<file path="config.mk">
export PLATFORM = sky130hd
export DESIGN_NAME = prtt_ram
export DESIGN_NICKNAME = d
export VERILOG_FILES = /design/src/rtl/core/prtt_ram.sv
export SDC_FILE = /design/constraint.sdc
export NUM_CORES = 1
export LEC_CHECK = 0
export ABC_AREA = 1
export ABC_CLOCK_PERIOD_IN_PS = 1400
export BUFFER_PORTS_ARGS = -buffer_cell sky130_fd_sc_hd__buf_4
export CAP_MARGIN = 40
export CORE_UTILIZATION = 50
export DETAILED_ROUTE_END_ITERATION = 10
export PLACE_DENSITY_LB_ADDON = 0.2
export SYNTH_ARGS = -nofsm -noshare
export SYNTH_HDL_FRONTEND = slang
export SYNTH_SLANG_ARGS = --single-unit
</file>
<file path="constraint.sdc">
create_clock -name i_clk -period 1.4 [get_ports i_clk]
set_input_delay 0.14 -clock i_clk [delete_from_list [all_inputs] [get_ports i_clk]]
set_output_delay 0.14 -clock i_clk [all_outputs]
set_load 0.05 [all_outputs]
</file>
<file path="src/rtl/core/prtt_ram.sv">
// ----------------------------------------------------------------------------
// prtt_ram - generic single write, single read RAM
// One write port and one read port, read data registered.
// ----------------------------------------------------------------------------
module prtt_ram #(
    parameter int WIDTH = 8,
    parameter int DEPTH = 16
) (
    input  logic                                          i_clk,
    input  logic                                          i_we,
    input  logic [((DEPTH > 1) ? $clog2(DEPTH) : 1)-1:0]  i_waddr,
    input  logic [WIDTH-1:0]                              i_wdata,
    input  logic [((DEPTH > 1) ? $clog2(DEPTH) : 1)-1:0]  i_raddr,
    output logic [WIDTH-1:0]                              o_rdata
);

    logic [WIDTH-1:0] r_mem [DEPTH];
    logic [WIDTH-1:0] r_rdata;

    always_ff @(posedge i_clk) begin
        if (i_we) begin
            r_mem[i_waddr] <= i_wdata;
        end
        r_rdata <= r_mem[i_raddr];
    end

    assign o_rdata = r_rdata;

endmodule

</file>
==> results of run 1 <==
-- synth_stat cells --
master,count
nand3_1,97
nor2_1,17
buf_6,6
edfxtp_1,128
inv_2,2
nand2_1,173
buf_2,13
dfxtp_1,8
buf_1,1
nand3b_1,2
inv_1,100
buf_4,4
-- power by group --
group          leakage [nW]  total [W]  switching (W)  internal [W]
logic                  1.46   0.000688       0.000480      0.000207
clock network         0.260    0.00393        0.00155       0.00238
registers              1.22    0.00458      0.0000252       0.00455
total                  2.94    0.00920        0.00206       0.00714
-- placed cells by master (no fill, tap or decap), drive strengths merged --
| cell | synthesis | routed |
|---|---|---|
| nor2 | 17 | 17 |
| buf | 24 | 50 |
| clkinvlp | 0 | 1 |
| nand3b | 2 | 2 |
| nand3 | 97 | 97 |
| inv | 102 | 102 |
| dfxtp | 8 | 8 |
| edfxtp | 128 | 128 |
| clkinv | 0 | 11 |
| nand2 | 173 | 173 |
| clkbuf | 0 | 19 |
| bufinv | 0 | 1 |
-- cell type report --
cell class,instances,area (um^2)
flip-flops and latches,136,4000
well taps,140,175
inverters,102,383
clock buffers,19,433
repair buffers,50,413
clock inverters,13,87.6
multi-input cells,289,1210
fillers,909,4320
-- registers in the layout, summed over array words and instances (netlist names) --
signal   cells
r_mem      128
o_rdata      8
-- metrics by stage --
step / total power, W / std cells / cell area, um^2 / setup slack, ns
after floorplan: 0.00507 / 551 / 5770 / 0.309
after global placement: 0.00533 / 717 / 6190 / 0.131
after detailed placement: 0.00535 / 717 / 6190 / 0.0951
after CTS: 0.00925 / 749 / 6710 / 0.307
after global routing: 0.00950 / 749 / 6710 / 0.235
final: 0.00920 / 749 / 6710 / 0.317
-- logic make-up (layout without fill, tap and decap cells) --
group                  count (synthesis)  count (layout)  synth area share (%)
DFF                                  136             136                  69.4
and+or+nand+nor                      289             289                  21.0
buffers and inverters                126             184                  9.52
-- layer usage --
| layer | GRT usage [%] | part of all wire [%] |
|---|---|---|
| met5 | 0 | 0 |
| met4 | 13.2 | 3.5 |
| met3 | 8.48 | 6.6 |
| met2 | 36.5 | 47 |
| met1 | 29.7 | 43 |
-- path summary, 6_finish.rpt --
path                         to                    from  slack [ns]
min reg2reg  o_rdata[4]$_DFF_P_  r_mem[14][4]$_DFFE_PP_        0.66
min          o_rdata[6]$_DFF_P_              i_raddr[3]        0.05
max reg2reg  o_rdata[7]$_DFF_P_   r_mem[0][7]$_DFFE_PP_        0.32
max          o_rdata[7]$_DFF_P_   r_mem[0][7]$_DFFE_PP_        0.32
-- tightest hold or removal path: stages --
cell and delay, ns:
buf_4 0.16, nand3_1 0.09, nand2_1 0.05
==> results.cfg, run 1 <==
[placed_design]
io_buffers = 25
place_hpwl_um = 7610
gp_congestion = 0.874

[grt]
grt_pass1_vias = 3649
gr-total-overflow = 0
grt_max_degree = 33
antenna_found_initial = 0
grt_pass1_wl_um = 19500
grtUsageTotal_pct = 23.9

[setup_path]
start_kind = register
critPathBufInv = 1
crit_chain = inv_1 > nand2_1 > nand3_1 > nand3_1 > nand3_1 > nand2_1
crit_cells = 6
worstPathRequired_ns = 1.71
critPathKind = reg2reg
cp.arrival_ns = 1.39
crit_path_max_incr_delay_ns = 0.37
reg2regPathDepth = 6
path_delay_family = simple AND/OR/NAND/NOR gates
crit_slowest_cell = edfxtp_1
path_common_cell = nand3_1
cp-end-kind = register
path_max_fanout = 1

[die]
die_area_um2 = 12000
die_h_um = 109
coreArea_um2 = 11000
initial_core_util_pct = 52.3
chipWidth_um = 109
fp-row-count = 38
io_pins = 26

[synthesis]
post_synth_instance_area_um2 = 5770
syn_nets = 569
ys_ff_latch = 136
syn_area_per_cell_um2 = 10.5
yosysUniqueCellTypes = 12
netlist_instances = 551
yosys_warnings = 0
synthTopCellsByArea = edfxtp_1 67%, nand2_1 11%, nand3_1 8.4%, inv_1 6.5%, dfxtp_1 2.8%
synth_largest_area_cell = edfxtp_1
synth_top_area_share_pct = 66.7
ys_seq_area_share_pct = 69.4

[route]
wl_per_cell_um = 16.9
drc = 0
drtAntennaViolNets = 0
via_count = 3847
drt-initial-drc-count = 323
firstDrtPassIters = 5
wirelength_um = 12700
via_per_inst = 5.14

[job]
drv_cap = 0

[pwr]
power.density_nw_per_um2 = 1370
ir_worst_vdd_uv = 1180
p_leak_nw = 2.94

[timing]
period_needed_ns = 1.08
hold_violations = 0
finalCritPeriodShare_pct = 77.4
drv_slew = 0
setup_violations = 0
max_clock_freq_mhz = 923
skew_ns = 0.00536
worst_pin_slew_ns = 0.353
max-slew-margin-rel_pct = 76.5
tns_ns = 0
worst_hold_slack_ns = 0.0520
rsz0062_at_grt = no

[finish]
drive_above_1_share_pct = 12.8
utilization_pct = 60.8
syn_to_final_growth_pct = 16.3
final_nets = 614
antennaDiodeCount = 0

[cts]
cts_inserted_buffers = 17
clk_path_buf_depth = 2
cts_tree = yes
clock_sinks = 136
clk_latency_ns = 0.42
post_cts_buffers = 0
clk_pin_slew_ns = 0.06
htreeDepth = 4
clockRootBuffer = clkbuf_16
ctsHoldBuffers = 0
ctsResizeCount = 0

[outcome]
status = finished, final reports clean

[hold_path]
min_path_type = in2reg
holdPathStages = 3
Note: power is estimated with default switching activity, not from simulation.
==> run 2, diff against run 1 <==
--- a/config.mk
+++ b/config.mk
@@ -6,7 +6,7 @@
 export NUM_CORES = 1
 export LEC_CHECK = 0
 export ABC_AREA = 1
-export ABC_CLOCK_PERIOD_IN_PS = 1400
+export ABC_CLOCK_PERIOD_IN_PS = 900
 export BUFFER_PORTS_ARGS = -buffer_cell sky130_fd_sc_hd__buf_4
 export CAP_MARGIN = 40
 export CORE_UTILIZATION = 50
==> constraint.sdc (replaced) <==
create_clock -name i_clk -period 0.9 [get_ports i_clk]
set_input_delay 0.09 -clock i_clk [delete_from_list [all_inputs] [get_ports i_clk]]
set_output_delay 0.09 -clock i_clk [all_outputs]
set_load 0.05 [all_outputs]
==> run 2 against run 1 <==
The flow now finishes with violations (setup timing). Critical endpoint is now o_rdata[1]. Sequential share of layout area decreased by 5.0 points. Clock-buffer cell count decreased by 1. Largest cell class unchanged. Die area unchanged. Critical path depth decreased by 5.
==> results.cfg, run 2 (synthesized netlist as in run 1, its figures left out) <==
[setup_path]
path_delay_family = flip-flops
start_kind = register
reg2regPathDepth = 6
path_max_fanout = 1
reg2reg_from = r_mem[3][3]$_DFFE_PP_
crit_cells = 1
regToRegEndpoint = o_rdata[3]$_DFF_P_
cp-end-kind = output port
critPathKind = reg2out
crit_path_max_incr_delay_ns = 0.35
r2r_slack_ns = -0.05
critPathBufInv = 1
worstPathRequired_ns = 0.81
cp.arrival_ns = 0.92
crit_slowest_cell = dfxtp_2
crit_chain = buf_8

[timing]
max_clock_freq_mhz = 989
finalCritPeriodShare_pct = 112
setup_ws_ns = -0.111
hold_violations = 0
rsz0062_at_grt = yes
skew_ns = 0.00524
drv_slew = 0
setup_violations = 15
period_needed_ns = 1.01
worst_pin_slew_ns = 0.468
max-slew-margin-rel_pct = 68.8

[cts]
clockRootBuffer = clkbuf_16
clock_sinks = 136
ctsHoldBuffers = 0
clk_latency_ns = 0.42
cts_inserted_buffers = 17
clk_pin_slew_ns = 0.06
post_cts_buffers = 0
clk_path_buf_depth = 2
cts_tree = yes
htreeDepth = 4

[hold_path]
holdPathStages = 1
min_path_type = in2reg
whs_endpoint = r_mem[6][7]$_DFFE_PP_
min-delay-start = i_wdata[7]

[route]
wl_per_cell_um = 17.6
drtAntennaViolNets = 0
via_count = 3930
firstDrtPassIters = 5
via_per_inst = 5.17
drc = 0
wirelength_um = 13400
drt-initial-drc-count = 295

[placed_design]
place_area_um2 = 6340
post-place-cells = 728
gp_congestion = 0.880
io_buffers = 25
place_hpwl_um = 8250
preCtsSetupSlack_ns = -0.231

[outcome]
violations = setup timing
status = finished, violations left

[pwr]
power.density_nw_per_um2 = 2150
p_leak_nw = 3.17
p_total_w = 0.0158
ir_worst_vdd_uv = 1180

[grt]
grt_max_degree = 56
antenna_found_initial = 0
grt_pass1_vias = 4041
gr-total-overflow = 0
grtUsageTotal_pct = 25.3
grt_pass1_wl_um = 21100

[finish]
postLayoutCellArea_um2 = 7330
final_nets = 625
mostFrequentLayoutCells = 165 x nand2_1, 128 x edfxtp_1, 99 x inv_1, 51 x nand3_2, 47 x buf_4
fillers = 823
drive_above_1_share_pct = 27.9
antennaDiodeCount = 0
utilization_pct = 66.5
layoutNonFillerInstCount = 760
top_register = r_mem
layout_commonest_cell = nand2_1
syn_to_final_growth_pct = 27.2
largest_register_ffs = 128

[die]
io_pins = 26
die_area_um2 = 12000
initial_core_util_pct = 52.3
chipWidth_um = 109
fp-row-count = 38
die_h_um = 109
coreArea_um2 = 11000

[job]
drv_cap = 0
[run 2: routing by layer]
metal / track usage, % / share of wire [%] / vias to the layer above
met3: 7.77 / 5.3 / 38
met4: 12.3 / 3.1 / 0
met2: 41.2 / 50 / 125
met1: 30.7 / 42 / 1883
li1: - / - / 1884
met5: 0 / 0 / -
[run 2: how the worst max path moves through the flow]
stage | start | endpoint | slack [ns]
finish | o_rdata[1]$_DFF_P_ | o_rdata[1] | -0.11
CTS | o_rdata[1]$_DFF_P_ | o_rdata[1] | -0.13
global route | o_rdata[1]$_DFF_P_ | o_rdata[1] | -0.14
global placement | i_raddr[0] | o_rdata[2]$_DFF_P_ | -0.21
detailed placement | i_raddr[0] | o_rdata[2]$_DFF_P_ | -0.23
floorplan | i_waddr[0] | r_mem[0][0]$_DFFE_PP_ | -0.12
[run 2: report_power, final]
group	total, W	switching (W)	internal, W
clock network	0.00732	0.00267	0.00465
logic	0.00133	0.000852	0.000477
registers	0.00715	0.0000627	0.00709
total	0.0158	0.00358	0.0122
[run 2: final cells by class]
type	instances	area, um^2	share of cell area [%]
timing repair buffer	61	593	8.09
clock inverter	14	199	2.71
tap	140	175	2.39
sequential	136	4010	54.7
multi-input combinational	289	1540	21.0
inverter	102	383	5.22
clock buffer	18	429	5.85
[run 2: repair_timing]
item,CTS,global route
pin swaps,20,19
resized for setup,56,32
endpoints found under the setup margin,16,16
cloned,0,0
[run 2: through the flow]
stage,hold slack [ns],setup TNS [ns]
2_1_floorplan,0.189,-11.03
3_3_place_gp,0.459,-24.22
4_1_cts,0.0325,-1.06
3_5_place_dp,0.469,-25.16
6_report,0.0331,-0.968
5_1_grt,0.0304,-1.64
==> run 3, diff against run 2 <==
--- a/config.mk
+++ b/config.mk
@@ -9,6 +9,7 @@
 export ABC_CLOCK_PERIOD_IN_PS = 900
 export BUFFER_PORTS_ARGS = -buffer_cell sky130_fd_sc_hd__buf_4
 export CAP_MARGIN = 40
+export CORE_ASPECT_RATIO = 1.1
 export CORE_UTILIZATION = 50
 export DETAILED_ROUTE_END_ITERATION = 10
 export PLACE_DENSITY_LB_ADDON = 0.2
==> run 3 against run 2 <==
The run still ends with setup timing left. Clock-buffer cell count up 3. Power down 1.6%. Final area up 1.1%. Critical path depth unchanged. Cell count up 0.13%. Sequential power about the same. Critical endpoint is now o_rdata[4].
==> results.cfg, run 3 (synthesized netlist as in run 1, its figures left out) <==
[cts]
cts_tree = yes
clk_path_buf_depth = 2
clk_latency_ns = 0.41
htreeDepth = 4
cts_inserted_buffers = 17
clockRootBuffer = clkbuf_16
ctsHoldBuffers = 0
clk_pin_slew_ns = 0.06
clock_sinks = 136

[setup_path]
critPathKind = reg2out
path_max_fanout = 1
reg2regPathDepth = 6
worstPathRequired_ns = 0.81
r2r_slack_ns = -0.06
path_delay_family = flip-flops
crit_slowest_cell = dfxtp_2
cp-end-kind = output port
crit_cells = 1
crit_start = o_rdata[4]$_DFF_P_
start_kind = register
crit_chain = buf_8
crit_path_max_incr_delay_ns = 0.36
cp.arrival_ns = 0.93
reg2reg_from = r_mem[9][5]$_DFFE_PP_
critPathBufInv = 1

[pwr]
ir_worst_vdd_uv = 1390
power.density_nw_per_um2 = 2100
p_leak_nw = 3.19

[finish]
syn_to_final_growth_pct = 28.6
top_register = r_mem
antennaDiodeCount = 0
drive_above_1_share_pct = 32.4
mostFrequentLayoutCells = 161 x nand2_1, 128 x edfxtp_1, 93 x inv_1, 74 x nand3_2, 40 x buf_4
fillers = 795
layout_commonest_cell = nand2_1
largest_register_ffs = 128
postLayoutCellArea_um2 = 7410
final_nets = 619

[timing]
period_needed_ns = 1.02
max-slew-margin-rel_pct = 73.6
rsz0062_at_grt = yes
setup_ws_ns = -0.116
drv_slew = 0
worst_pin_slew_ns = 0.395
max_clock_freq_mhz = 984
skew_ns = 0.00753
setup_violations = 14
hold_violations = 0
finalCritPeriodShare_pct = 113

[route]
wirelength_um = 13800
firstDrtPassIters = 5
via_per_inst = 5.20
drt-initial-drc-count = 297
drtAntennaViolNets = 0
via_count = 3960
wl_per_cell_um = 18.1
drc = 0

[grt]
grtUsageTotal_pct = 25.0
gr-total-overflow = 0
grt_pass1_vias = 4082
antenna_found_initial = 0
grt_pass1_wl_um = 21600
grt_max_degree = 39

[placed_design]
preCtsSetupSlack_ns = -0.217
gp_congestion = 0.891
place_area_um2 = 6310
place_hpwl_um = 8610
io_buffers = 25

[die]
io_pins = 26
chipWidth_um = 104
fp-row-count = 40
die_area_um2 = 12000
coreArea_um2 = 11100
die_h_um = 115
initial_core_util_pct = 52.1

[hold_path]
holdPathStages = 1
min-delay-start = i_wdata[2]
min_path_type = in2reg

[outcome]
status = finished, violations left
violations = setup timing

[job]
drv_cap = 0
[run 3: final timing paths]
kind,to
worst max-delay path,o_rdata[4]
worst max register to register,o_rdata[5]$_DFF_P_
worst min register to register,o_rdata[2]$_DFF_P_
worst min-delay path,r_mem[9][2]$_DFFE_PP_
[run 3: cell type report]
class	count	area (um^2)	share of cell area, %
clock buffer	21	460	6.21
clock inverter	11	146	1.97
inverter	102	383	5.16
multi-input combinational	289	1670	22.5
sequential	136	4020	54.2
tap	147	184	2.48
timing repair buffer	55	557	7.51
[run 3: repair_timing]
action / in CTS / in global routing
endpoints found under the setup margin: 16 / 16
resized for setup: 76 / 45
pin swaps: 40 / 31
setup buffers: 0 / 0
[run 3: stage by stage]
step           hold WS (ns)  total power [W]  utilization (%)  TNS [ns]  cells
2_1_floorplan         0.189          0.00790                -    -11.03    551
3_3_place_gp          0.444          0.00838             57.1    -22.68    729
3_5_place_dp          0.452          0.00839             57.1    -24.72    729
4_1_cts              0.0221           0.0155             65.4    -0.981    761
5_1_grt              0.0254           0.0160             67.0     -1.51    761
6_report             0.0161           0.0156             67.0    -0.900    761
[run 3: layer usage]
metal	vias up	GRT usage, %	wire (um)
li1	1873	-	-
met1	1923	30.4	5640
met2	137	42.6	7020
met3	27	4.72	748
met4	0	13.2	374
met5	-	0	0
[run 3: power by group]
part	leakage, nW	switching, W	internal [W]	total [W]
sequential	1.22	0.0000709	0.00709	0.00716
clock	0.293	0.00254	0.00450	0.00704
combinational	1.67	0.000877	0.000475	0.00135
